### src/rtl/bmtc_pkg.sv
package bmtc_pkg;

  // Fixed field widths
  localparam int SAMPLE_BITS = 12;
  localparam int CFG_BITS    = 8;
  localparam int THR_BITS    = SAMPLE_BITS + 2;

  // Configuration register indexes
  typedef enum logic [0:0] {
    CFG_CAL_DELTA     = 1'b0,
    CFG_TIMEOUT_TICKS = 1'b1
  } cfg_index_t;

  localparam logic [CFG_BITS-1:0] CAL_DELTA_RESET     = 8'd10;
  localparam logic [CFG_BITS-1:0] TIMEOUT_TICKS_RESET = 8'd20;

  // Item function codes
  typedef enum logic [2:0] {
    F_TICK      = 3'd0,
    F_OPEN      = 3'd1,
    F_CLOSE     = 3'd2,
    F_CALIBRATE = 3'd3,
    F_EMERGENCY = 3'd4
  } func_t;

  // Travel state, one-hot; bit position is the reported state code
  typedef enum logic [7:0] {
    M_OPENING   = 8'b0000_0001,
    M_CLOSING   = 8'b0000_0010,
    M_OPENED    = 8'b0000_0100,
    M_CLOSED    = 8'b0000_1000,
    M_CALUP     = 8'b0001_0000,
    M_CALSETDIR = 8'b0010_0000,
    M_CALDOWN   = 8'b0100_0000,
    M_EMERGENCY = 8'b1000_0000
  } mode_t;

  typedef enum logic [1:0] {
    D_CLOSED = 2'd0,
    D_OPENED = 2'd1,
    D_CAL    = 2'd2
  } dest_t;

  typedef struct packed {
    logic [2:0]             func;
    logic [SAMPLE_BITS-1:0] adc_sample;
  } in_item_t;

  typedef struct packed {
    logic       motor_power;
    logic       motor_down;
    logic       signal_lamp;
    logic       is_open;
    logic [2:0] state_code;
  } out_item_t;

  // One-hot state to its 3-bit code
  function automatic logic [2:0] mode_code(mode_t m);
    logic [2:0] c;
    c = 3'd0;
    for (int i = 0; i < 8; i++) begin
      if (m[i]) begin
        c = c | 3'(i);
      end
    end
    return c;
  endfunction

endpackage

### src/rtl/barrier_motor_travel_controller_top.sv
// A result item is registered and is valid in the cycle after its input item is accepted.
// Throughput: one item per cycle; the single state-update pass and the
// result register set this, and a waiting result does not block new items
// unless the result register is full and not being taken.
// Reset (rst, synchronous): state closed, destination closed, thresholds,
// counters and relay levels zero; cal_delta 10, timeout_ticks 20.
module barrier_motor_travel_controller_top #(
  parameter int TIMEOUT_BITS = 8
) (
  input  logic                clk,
  input  logic                rst,
  input  logic                in_valid,
  output logic                in_ready,
  input  bmtc_pkg::in_item_t  in_data,
  output logic                out_valid,
  input  logic                out_ready,
  output bmtc_pkg::out_item_t out_data,
  input  logic                cfg_valid,
  output logic                cfg_ready,
  input  logic [0:0]          cfg_index,
  input  logic [7:0]          cfg_data
);
  import bmtc_pkg::*;

  localparam int CMP_BITS = (TIMEOUT_BITS > CFG_BITS) ? TIMEOUT_BITS : CFG_BITS;
  localparam logic [TIMEOUT_BITS-1:0] TIMEOUT_MAX = '1;

  // Configuration registers
  logic [CFG_BITS-1:0] cal_delta;
  logic [CFG_BITS-1:0] timeout_ticks;

  // Travel state
  mode_t                       mode, mode_next;
  dest_t                       dest, dest_next;
  logic signed [THR_BITS-1:0]  open_thr, open_thr_next;
  logic signed [THR_BITS-1:0]  closed_thr, closed_thr_next;
  logic [SAMPLE_BITS-1:0]      prev_sample, prev_sample_next;
  logic [TIMEOUT_BITS-1:0]     elapsed, elapsed_next;
  logic                        power, power_next;
  logic                        direction, direction_next;
  logic                        lamp, lamp_next;

  logic                        in_fire;
  logic [TIMEOUT_BITS-1:0]     elapsed_inc;
  logic                        timed_out;
  logic                        stable;
  logic [SAMPLE_BITS-1:0]      sample;
  logic [SAMPLE_BITS-1:0]      diff;
  logic signed [THR_BITS-1:0]  sample_s;
  logic signed [THR_BITS-1:0]  delta_s;

  assign cfg_ready = 1'b1;
  assign in_ready  = !out_valid || out_ready;
  assign in_fire   = in_valid && in_ready;

  // Configuration writes
  always_ff @(posedge clk) begin
    if (rst) begin
      cal_delta     <= CAL_DELTA_RESET;
      timeout_ticks <= TIMEOUT_TICKS_RESET;
    end else if (cfg_valid) begin
      unique case (cfg_index_t'(cfg_index))
        CFG_CAL_DELTA:     cal_delta     <= cfg_data;
        CFG_TIMEOUT_TICKS: timeout_ticks <= cfg_data;
        default:           cal_delta     <= cal_delta;
      endcase
    end
  end

  // Sample arithmetic shared by the tick arms
  assign sample   = in_data.adc_sample;
  assign sample_s = signed'({2'b00, sample});
  assign delta_s  = signed'({{(THR_BITS-CFG_BITS){1'b0}}, cal_delta});
  assign diff     = (sample > prev_sample) ? sample - prev_sample : prev_sample - sample;
  assign stable   = diff < SAMPLE_BITS'(cal_delta);

  // Saturating tick count, checked after the increment
  assign elapsed_inc = (elapsed == TIMEOUT_MAX) ? elapsed : elapsed + TIMEOUT_BITS'(1);
  assign timed_out   = (CMP_BITS'(elapsed_inc) >= CMP_BITS'(timeout_ticks)) ||
                       (elapsed_inc == TIMEOUT_MAX);

  // Next state for one item
  always_comb begin
    mode_next        = mode;
    dest_next        = dest;
    open_thr_next    = open_thr;
    closed_thr_next  = closed_thr;
    prev_sample_next = prev_sample;
    elapsed_next     = elapsed;
    power_next       = power;
    direction_next   = direction;
    lamp_next        = lamp;

    case (func_t'(in_data.func))
      F_TICK: begin
        elapsed_next = elapsed_inc;
        unique case (mode)
          M_OPENING: begin
            if (sample_s > open_thr || timed_out) begin
              power_next = 1'b0;
              lamp_next  = 1'b0;
              mode_next  = M_OPENED;
            end else begin
              power_next = 1'b1;
              lamp_next  = 1'b1;
            end
          end
          M_OPENED: begin
            if (dest == D_CLOSED) begin
              elapsed_next   = '0;
              direction_next = 1'b1;
              mode_next      = M_CLOSING;
            end else if (dest == D_CAL) begin
              mode_next        = M_CALUP;
              prev_sample_next = '0;
              direction_next   = 1'b0;
              elapsed_next     = '0;
            end else begin
              direction_next = 1'b0;
            end
          end
          M_CLOSING: begin
            if (sample_s < closed_thr || timed_out) begin
              power_next = 1'b0;
              lamp_next  = 1'b0;
              mode_next  = M_CLOSED;
            end else begin
              power_next = 1'b1;
              lamp_next  = 1'b1;
            end
          end
          M_CLOSED: begin
            if (dest == D_OPENED) begin
              elapsed_next   = '0;
              direction_next = 1'b0;
              mode_next      = M_OPENING;
            end else if (dest == D_CAL) begin
              mode_next        = M_CALUP;
              prev_sample_next = '0;
              direction_next   = 1'b0;
              elapsed_next     = '0;
            end else begin
              direction_next = 1'b0;
            end
          end
          M_CALUP: begin
            dest_next        = D_CLOSED;
            prev_sample_next = sample;
            if (stable || timed_out) begin
              open_thr_next = sample_s - delta_s;
              power_next    = 1'b0;
              lamp_next     = 1'b0;
              mode_next     = M_CALSETDIR;
            end else begin
              power_next = 1'b1;
              lamp_next  = 1'b1;
            end
          end
          M_CALSETDIR: begin
            direction_next   = 1'b1;
            elapsed_next     = '0;
            prev_sample_next = '0;
            mode_next        = M_CALDOWN;
          end
          M_CALDOWN: begin
            prev_sample_next = sample;
            if (stable || timed_out) begin
              closed_thr_next = sample_s + delta_s;
              power_next      = 1'b0;
              lamp_next       = 1'b0;
              mode_next       = M_CLOSED;
            end else begin
              power_next = 1'b1;
              lamp_next  = 1'b1;
            end
          end
          M_EMERGENCY: begin
            power_next     = 1'b0;
            lamp_next      = 1'b0;
            direction_next = 1'b0;
          end
          default: begin
            mode_next = M_EMERGENCY;
          end
        endcase
      end
      F_OPEN:      dest_next = D_OPENED;
      F_CLOSE:     dest_next = D_CLOSED;
      F_CALIBRATE: dest_next = D_CAL;
      F_EMERGENCY: begin
        power_next     = 1'b0;
        lamp_next      = 1'b0;
        direction_next = 1'b0;
        mode_next      = M_EMERGENCY;
      end
      default: ;
    endcase
  end

  // State update on each accepted item
  always_ff @(posedge clk) begin
    if (rst) begin
      mode        <= M_CLOSED;
      dest        <= D_CLOSED;
      open_thr    <= '0;
      closed_thr  <= '0;
      prev_sample <= '0;
      elapsed     <= '0;
      power       <= 1'b0;
      direction   <= 1'b0;
      lamp        <= 1'b0;
    end else if (in_fire) begin
      mode        <= mode_next;
      dest        <= dest_next;
      open_thr    <= open_thr_next;
      closed_thr  <= closed_thr_next;
      prev_sample <= prev_sample_next;
      elapsed     <= elapsed_next;
      power       <= power_next;
      direction   <= direction_next;
      lamp        <= lamp_next;
    end
  end

  // Result register
  always_ff @(posedge clk) begin
    if (rst) begin
      out_valid <= 1'b0;
    end else if (in_fire) begin
      out_valid <= 1'b1;
    end else if (out_ready) begin
      out_valid <= 1'b0;
    end
  end

  always_ff @(posedge clk) begin
    if (in_fire) begin
      out_data.motor_power <= power_next;
      out_data.motor_down  <= direction_next;
      out_data.signal_lamp <= lamp_next;
      out_data.is_open     <= (mode_next == M_OPENED);
      out_data.state_code  <= mode_code(mode_next);
    end
  end

  // Emergency latches until reset
  a_emerg_latch: assert property (@(posedge clk) disable iff (rst)
    mode == M_EMERGENCY |=> mode == M_EMERGENCY)
    else $error("emergency state left without reset");

  // Emergency keeps every relay off
  a_emerg_off: assert property (@(posedge clk) disable iff (rst)
    mode == M_EMERGENCY && $past(in_fire) |-> !power && !direction && !lamp)
    else $error("relay on in emergency");

  // Lamp follows motor power
  a_lamp_power: assert property (@(posedge clk) disable iff (rst)
    lamp == power)
    else $error("lamp and power disagree");

  // Motor is off at rest
  a_rest_off: assert property (@(posedge clk) disable iff (rst)
    (mode == M_OPENED || mode == M_CLOSED || mode == M_CALSETDIR) |-> !power)
    else $error("motor powered at rest");

  // Every accepted item yields a result next cycle
  a_result: assert property (@(posedge clk) disable iff (rst)
    in_fire |=> out_valid)
    else $error("result missing after accepted item");

endmodule

### config.mk
export PLATFORM = sky130hd
export DESIGN_NAME = barrier_motor_travel_controller_top
export DESIGN_NICKNAME = d
export VERILOG_FILES = /design/src/rtl/bmtc_pkg.sv /design/src/rtl/barrier_motor_travel_controller_top.sv
export SDC_FILE = /design/constraint.sdc
export NUM_CORES = 1
export LEC_CHECK = 0
export BUFFER_PORTS_ARGS = -buffer_cell sky130_fd_sc_hd__buf_2
export CORE_UTILIZATION = 55
export CTS_BUF_LIST = sky130_fd_sc_hd__clkbuf_8
export DETAILED_ROUTE_END_ITERATION = 8
export PLACE_DENSITY = 0.73
export SLEW_MARGIN = 30
export SYNTH_ARGS = -nofsm -noshare
export SYNTH_HDL_FRONTEND = slang
export SYNTH_SLANG_ARGS = --single-unit
### constraint.sdc
create_clock -name clk -period 14.05 [get_ports clk]
set_clock_uncertainty 0.15 [all_clocks]
set_input_delay 0.7025 -clock clk [delete_from_list [all_inputs] [get_ports clk]]
set_output_delay 0.7025 -clock clk [all_outputs]
set_load 0.1 [all_outputs]
Word level (Yosys, flattened, before mapping)
Cells that the tools add are included.
Word-level totals
  logic and storage cells: 110
  input bits: 29
  bits in registers: 85
  output and inout bits: 10
Operators by class
  order comparisons: 5
  equal/unequal tests: 20
  bitwise gates (word level): 1
  add/subtract/negate cells: 5
  reduce and logical (&&, ||, !) cells: 23
  multiplexer cells: 37
Operators with widths (number)
  two-way mux 8 bit: 11
  one-hot mux 8 bit (8 select lines): 1
  two-way mux 12 bit: 4
  one-hot mux 12 bit (4 select lines): 1
  equality test 8 bit, second input constant: 3
  one-hot mux 8 bit (3 select lines): 1
  subtractor 12 bit: 2
  equality test 8 x 3 -> 1 bit, second input constant: 2
  one-hot mux 8 bit (2 select lines): 1
  greater-than comparator 13 x 14 -> 1 bit: 1
  less-than comparator 13 x 14 -> 1 bit: 1
  adder 12 x 8 -> 13 bit: 1
  subtractor 12 x 8 -> 13 bit: 1
  greater-than comparator 12 bit: 1
  less-than comparator 12 x 8 -> 1 bit: 1
  adder 8 x 1 -> 8 bit, second input constant: 1
  equality test 8 x 1 -> 1 bit, second input constant: 1
  equality test 8 x 2 -> 1 bit, second input constant: 1
  equality test 8 x 4 -> 1 bit, second input constant: 1
  equality test 8 x 5 -> 1 bit, second input constant: 1
  equality test 8 x 6 -> 1 bit, second input constant: 1
  equality test 8 x 7 -> 1 bit, second input constant: 1
  >= comparator 8 bit: 1
  two-way mux 1 bit: 8
  26 further kinds: 43

Depth between registers and ports, before layout
Gate-level depths: netlist (run 1).
  word-level depth: 12
  gate-level depth with buffers: 23
  depth with buffers taken out: 22

Worst setup path after synthesis (run 1)
No wires, ideal clock.
  kind: input-to-reg
  from: input in_data[9] (netlist name)
  to: register open_thr[3]
  path slack: 8.311 ns
  required time: 13.772 ns
  stages on the path: 22
  setup time: 0.128 ns
  buffers on the path: 4
  arrival: 5.462 ns
  cells stage by stage: clkbuf_1 -> inv_1 -> ha_1 -> buf_2 -> a21oi_1 -> nor2_1 -> a211oi_1 -> and2_1 -> a211oi_1 -> clkbuf_1 -> mux2_2 -> ha_1 -> a21boi_0 -> o21a_1 -> o2111ai_1 -> a31oi_1 -> a2111o_1 -> o41a_4 -> a2111oi_4 -> buf_6 -> mux2i_1 -> nor2_1
Between the ends
  longest elaborated chain between the ends: 5
  elaborated cells between the ends (all ways): 7
  those cells by class: add/sub (2); order compare (2); mux (1); reduce/logical (2)
Ends and longest elaborated chain
  start, declared: RTL line barrier_motor_travel_controller_top.sv:14  | input bmtc_pkg::in_item_t in_data,
  subtractor 12 bit or greater-than comparator 12 bit (tied branches): RTL line barrier_motor_travel_controller_top.sv:74  | assign diff = (sample > prev_sample) ? sample - prev_sample : prev_sample - sample;
  two-way mux 12 bit *: RTL line barrier_motor_travel_controller_top.sv:74
  less-than comparator 12 x 8 -> 1 bit *: RTL line barrier_motor_travel_controller_top.sv:75  | assign stable = diff < SAMPLE_BITS'(cal_delta);
  logical OR 1 bit *: RTL line barrier_motor_travel_controller_top.sv:149  | if (stable || timed_out) begin
  AND reduction 4 bit (no line) *
  end signal, assigned: RTL line barrier_motor_travel_controller_top.sv:215  | open_thr <= open_thr_next;
  end, declared: RTL line barrier_motor_travel_controller_top.sv:35  | logic signed [THR_BITS-1:0] open_thr, open_thr_next;
Every way passes the cells marked *; elsewhere a longest branch is shown, timed or not.
A chain may end at the register's enable or synchronous reset.

Worst setup path in the final report (run 1)
  from: input in_data[2] (netlist name)
  to: register open_thr[6]
Between the ends
  longest elaborated chain between the ends: 5
  elaborated cells between the ends (all ways): 8
  those cells by class: add/sub (3); order compare (2); mux (1); reduce/logical (2)
Ends and longest elaborated chain (RTL line)
  subtractor 12 bit or greater-than comparator 12 bit (tied branches): barrier_motor_travel_controller_top.sv:74
  two-way mux 12 bit: barrier_motor_travel_controller_top.sv:74
  less-than comparator 12 x 8 -> 1 bit: barrier_motor_travel_controller_top.sv:75
  logical OR 1 bit: barrier_motor_travel_controller_top.sv:149
  AND reduction 4 bit (no line)
Parallel ways exist; a longest one is shown, timed or not.

==> results of run 1 <==
[sequential cells by signal, indices dropped and copies added, names as in the netlist]
name / count
dest: 2
open_thr: 13
timeout_ticks: 8
out_valid: 1
power: 1
out_data: 7
elapsed: 8
cal_delta: 8
direction: 1
lamp: 1
closed_thr: 13
mode: 8
prev_sample: 12
[cells by family after synthesis]
group,count (synthesis)
mux,22
fa+ha+maj,82
buf+inv,136
compound gates,241
simple gates,288
other cells,1
flops,83
xor+xnor,28
[synth_stat cells, drive strengths merged (7+ instances only)]
master  instances  area share, %
o31ai           8           0.88
ha             78             14
nand4           9           0.83
nor3           19            1.5
o211ai         10            1.1
inv            88            4.9
xor2            9            1.2
o21a            9            1.0
edfxtp          7            3.1
nand2          86            4.7
a211oi         21            2.9
a21oi          98            7.2
dfxtp          76             22
o21ai          38            2.8
nand2b         11            1.0
nor2           75            4.1
and3           12            1.1
clkbuf         33            1.8
a22oi           7           0.77
nor2b          10           0.92
nand3          28            2.1
mux2i          20            2.9
buf            14            1.3
a21o            9           0.99
xnor2          19            2.4
a31oi           7           0.64
[cell usage in the layout, fill, tap and decap left out, drive strengths merged, types with 3 or more instances in the layout]
cell type | netlist | layout
o211ai | 10 | 10
clkbuf | 33 | 9
a21boi | 3 | 3
o21bai | 6 | 6
or3 | 3 | 3
buf | 14 | 43
xor2 | 9 | 9
edfxtp | 7 | 7
a21oi | 98 | 98
nor2b | 10 | 10
fa | 4 | 4
nand3 | 28 | 28
or2 | 6 | 6
and4 | 4 | 4
and3 | 12 | 12
o21ai | 38 | 38
a22oi | 7 | 7
dfxtp | 76 | 76
ha | 78 | 78
and2 | 5 | 5
nand4 | 9 | 9
nand2 | 86 | 86
nor4 | 5 | 5
inv | 88 | 90
nand4b | 6 | 6
a31oi | 7 | 7
o21a | 9 | 9
o31ai | 8 | 8
nor3 | 19 | 19
a21o | 9 | 9
a211oi | 21 | 21
nor2 | 75 | 75
clkinv | 1 | 3
mux2i | 20 | 20
nand2b | 11 | 11
xnor2 | 19 | 19
[worst min-delay path: stages (launching register included)]
cell and delay [ns]:
dfxtp_1 0.32, nand2_1 0.05, a21oi_1 0.05
[final cells by class]
class,count,area [um2],share of cell area [%]
Multi-Input combinational cell,662,4546,62.53
Sequential cell,83,1732,23.82
Inverter,89,334.1,4.596
Timing Repair Buffer,43,230.2,3.167
Tap cell,168,210.2,2.892
Clock buffer,9,123.9,1.704
Clock inverter,7,93.84,1.291
[power by group through the flow]
stage,clock network [mW],registers [mW],logic (mW)
global placement,0,0.254,0.130
CTS,0.202,0.249,0.133
detailed placement,0,0.254,0.132
finish,0.198,0.249,0.134
floorplan,0,0.264,0.0889
global route,0.211,0.250,0.148
[layer usage]
| metal | share of wire [%] | wire length, um | vias up |
|---|---|---|---|
| met5 | 0 | 0 | - |
| met4 | 2.0 | 332 | 0 |
| met3 | 5.2 | 857 | 22 |
| met2 | 44 | 7277 | 161 |
| met1 | 49 | 8162 | 2851 |
| li1 | - | - | 3095 |
[path summary, 6_finish.rpt]
path	to	slack [ns]	cells past startpoint
setup / recovery	open_thr[6]	8.00	20
hold reg to reg	timeout_ticks[5]	0.31	2
hold / removal	timeout_ticks[5]	0.31	2
setup reg to reg	open_thr[6]	8.22	18
[stage by stage]
step / setup WS [ns] / util [%]
floorplan: 8.311 / -
global placement: 7.633 / 58.40
detailed placement: 7.440 / 58.40
CTS: 7.834 / 60.21
global route: 7.726 / 60.27
finish: 8.002 / 60.27
==> impl_metrics.csv, run 1 <==
group,metric,value,unit
worst_setup_path,cpMaxStageDelayCell,"a2111oi_4",
global_route,grt-busiest-layer,"met2",
yosys,synth_top_family_by_area,"compound AO/OA/AOI/OAI gates",
clock_tree,clk_pin_slew,0.09,ns
yosys,ys_seq_elements,83,
power_and_ir_drop,p_leak,2.877,nW
power_and_ir_drop,p_clk_share,34.1,%
detailed_routing,route.detailed.drc,0,
yosys,yosys.area_share.simple,20.74,%
worst_setup_path,crit_chain,"buf_2 -> inv_1 -> ha_1 -> a211oi_1 -> o21bai_1 -> a21oi_1 -> o21a_1 -> a211oi_4 -> mux2_2 -> ha_1 -> a21boi_0 -> o21a_1 -> o2111ai_1 -> a31oi_1 -> a2111o_1 -> o41a_4 -> a2111oi_4 -> buf_4 -> mux2i_1 -> nor2_1",
detailed_routing,postRouteAntennaNets,0,
yosys,syn_nets,992,
power_and_ir_drop,peakVddDrop,0.04536,mV
power_and_ir_drop,power,0.5816,mW
global_route,grtUsageTotal,27.36,%
worst_setup_path,cp-startpoint,"in_data[2]",
finish,final_nets,999,
sta,slew_viol_final,0,
floorplan,ios,39,
worst_setup_path,crit_family,"compound AO/OA/AOI/OAI gates",
worst_setup_path,cp.arrival,6.14,ns
worst_setup_path,setup.worst_path.end_class,"register",
power_and_ir_drop,internal_power,0.3904,mW
detailed_routing,via_per_inst,5.777,
clock_tree,clkSinkCount,83,
sta,tightest_slew,0.9042,ns
power_and_ir_drop,swShare,32.88,%
detailed_routing,dr.first_iter.drc_count,498,
global_route,grt_pass1_vias,5700,
clock_tree,clockRootBuffer,"clkbuf_8",
sta,grt_setup_unrepaired,"false",
finish,fillerInstances,1143,
yosys,synth_fa_ha_area_share,15.51,%
placement,placed_cell_area,7044,um2
worst_setup_path,critPathMaxFanout,16,
sta,max_slew_margin,39.53,%
placement,placed_cells,1045,
clock_tree,cts_buffer_depth,2,
global_route,grt_use_met2,41.88,%
detailed_routing,wl_per_cell,15.67,um
power_and_ir_drop,power.switching,0.1912,mW
global_route,grt_max_degree,74,
global_route,grt_util_met1,38.74,%
finish,area_growth,6.743,%
placement,portBuffers,37,
yosys,synth_area_per_cell,7.730,um2
clock_tree,clkLatencyLatePin,0.39,ns
global_route,grt-ovfl-total,0,
yosys,ys_types,78,
global_route,grt_util_met3,4.017,%
floorplan,fp.dieH,113.3,um
worst_setup_path,crit_type,"in2reg",
clock_tree,post_cts_buffers,0,
sta,setup_viol,0,
detailed_routing,totalWireLength,16630,um
yosys,synth_xor_area_share,3.601,%
worst_hold_path,min_from,"timeout_ticks[5]",
worst_setup_path,r2r_start,"prev_sample[2]",
yosys,mappedNetlistArea,6810,um2
yosys,synthMuxAreaShare,3.270,%
floorplan,die-area,12830,um2
finish,antenna_cells,0,
clock_tree,cts_resized,0,
run_status,status,"finished, final reports clean",
global_route,grt_pass1_wl,27950,um
sta,fmax,165.3,MHz
clock_tree,holdBufCountCts,0,
yosys,synth-compound-area-share,23.39,%
placement,finalWeightedCongestion,0.9580,
floorplan,initial_utilization,56.46,%
sta,final.min_clock_period,6.048,ns
sta,fin_crit_sh,43.05,%
worst_setup_path,worst-endpoint-required,14.15,ns
floorplan,die_x,113.3,um
yosys,postSynth.asyncResetShare,0,%
power_and_ir_drop,combPwrFrac,23.1,%
yosys,synthesis.instances,881,
yosys,synthFlopType,"dfxtp_1",
clock_tree,cts_htree_levels,3,
power_and_ir_drop,powerDensity,80.00,nW/um2
finish,drive_gt1_share,9.630,%
worst_setup_path,cp-start-kind,"input port",
detailed_routing,num_vias,6129,
sta,setup_tns,0,ns
yosys,seq_area_frac_synth,25.43,%
global_route,antenna_found_initial,0,
yosys,yosysWarnings,0,
worst_hold_path,hold_path_class,"reg2reg",
finish,final_cell_area,7269,um2
sta,timing.hold.ws,0.3066,ns
sta,finalHoldViolations,0,
detailed_routing,drt_pass1_iterations,5,
clock_tree,cts_buffers,9,
power_and_ir_drop,power_frac_seq,42.8,%
yosys,synth_edf_count,7,
clock_tree,cts_tree,"built",
worst_setup_path,crit_buf_inv,3,
floorplan,fp.coreArea,12060,um2
run,maxCapViolCount,0,
placement,dpl.hpwl,12630,um
finish,fin_cells,1061,
worst_setup_path,crit_path_max_incr_delay,0.67,ns
floorplan,row_count,40,
(Power assumes the default switching activity.)
==> inputs of run 2 (changes only) <==
Settings changed: ABC_AREA from default to 1, CORE_UTILIZATION 55 to default, PLACE_DENSITY 0.73 to default.
Clock period 14.05 ns to 6.3 ns, I/O delays scaled along.
==> run 2 against run 1 <==
  * The run now fails in synthesis (1_2_yosys)
==> impl_metrics.csv, run 2 <==
group,metric,value,unit
run_status,status,"aborted with a tool error",
yosys,yosysWarnings,0,
run_status,lastStage,"synthesis (1_2_yosys)",
run_status,error,"ERROR: ABC failed with status B",
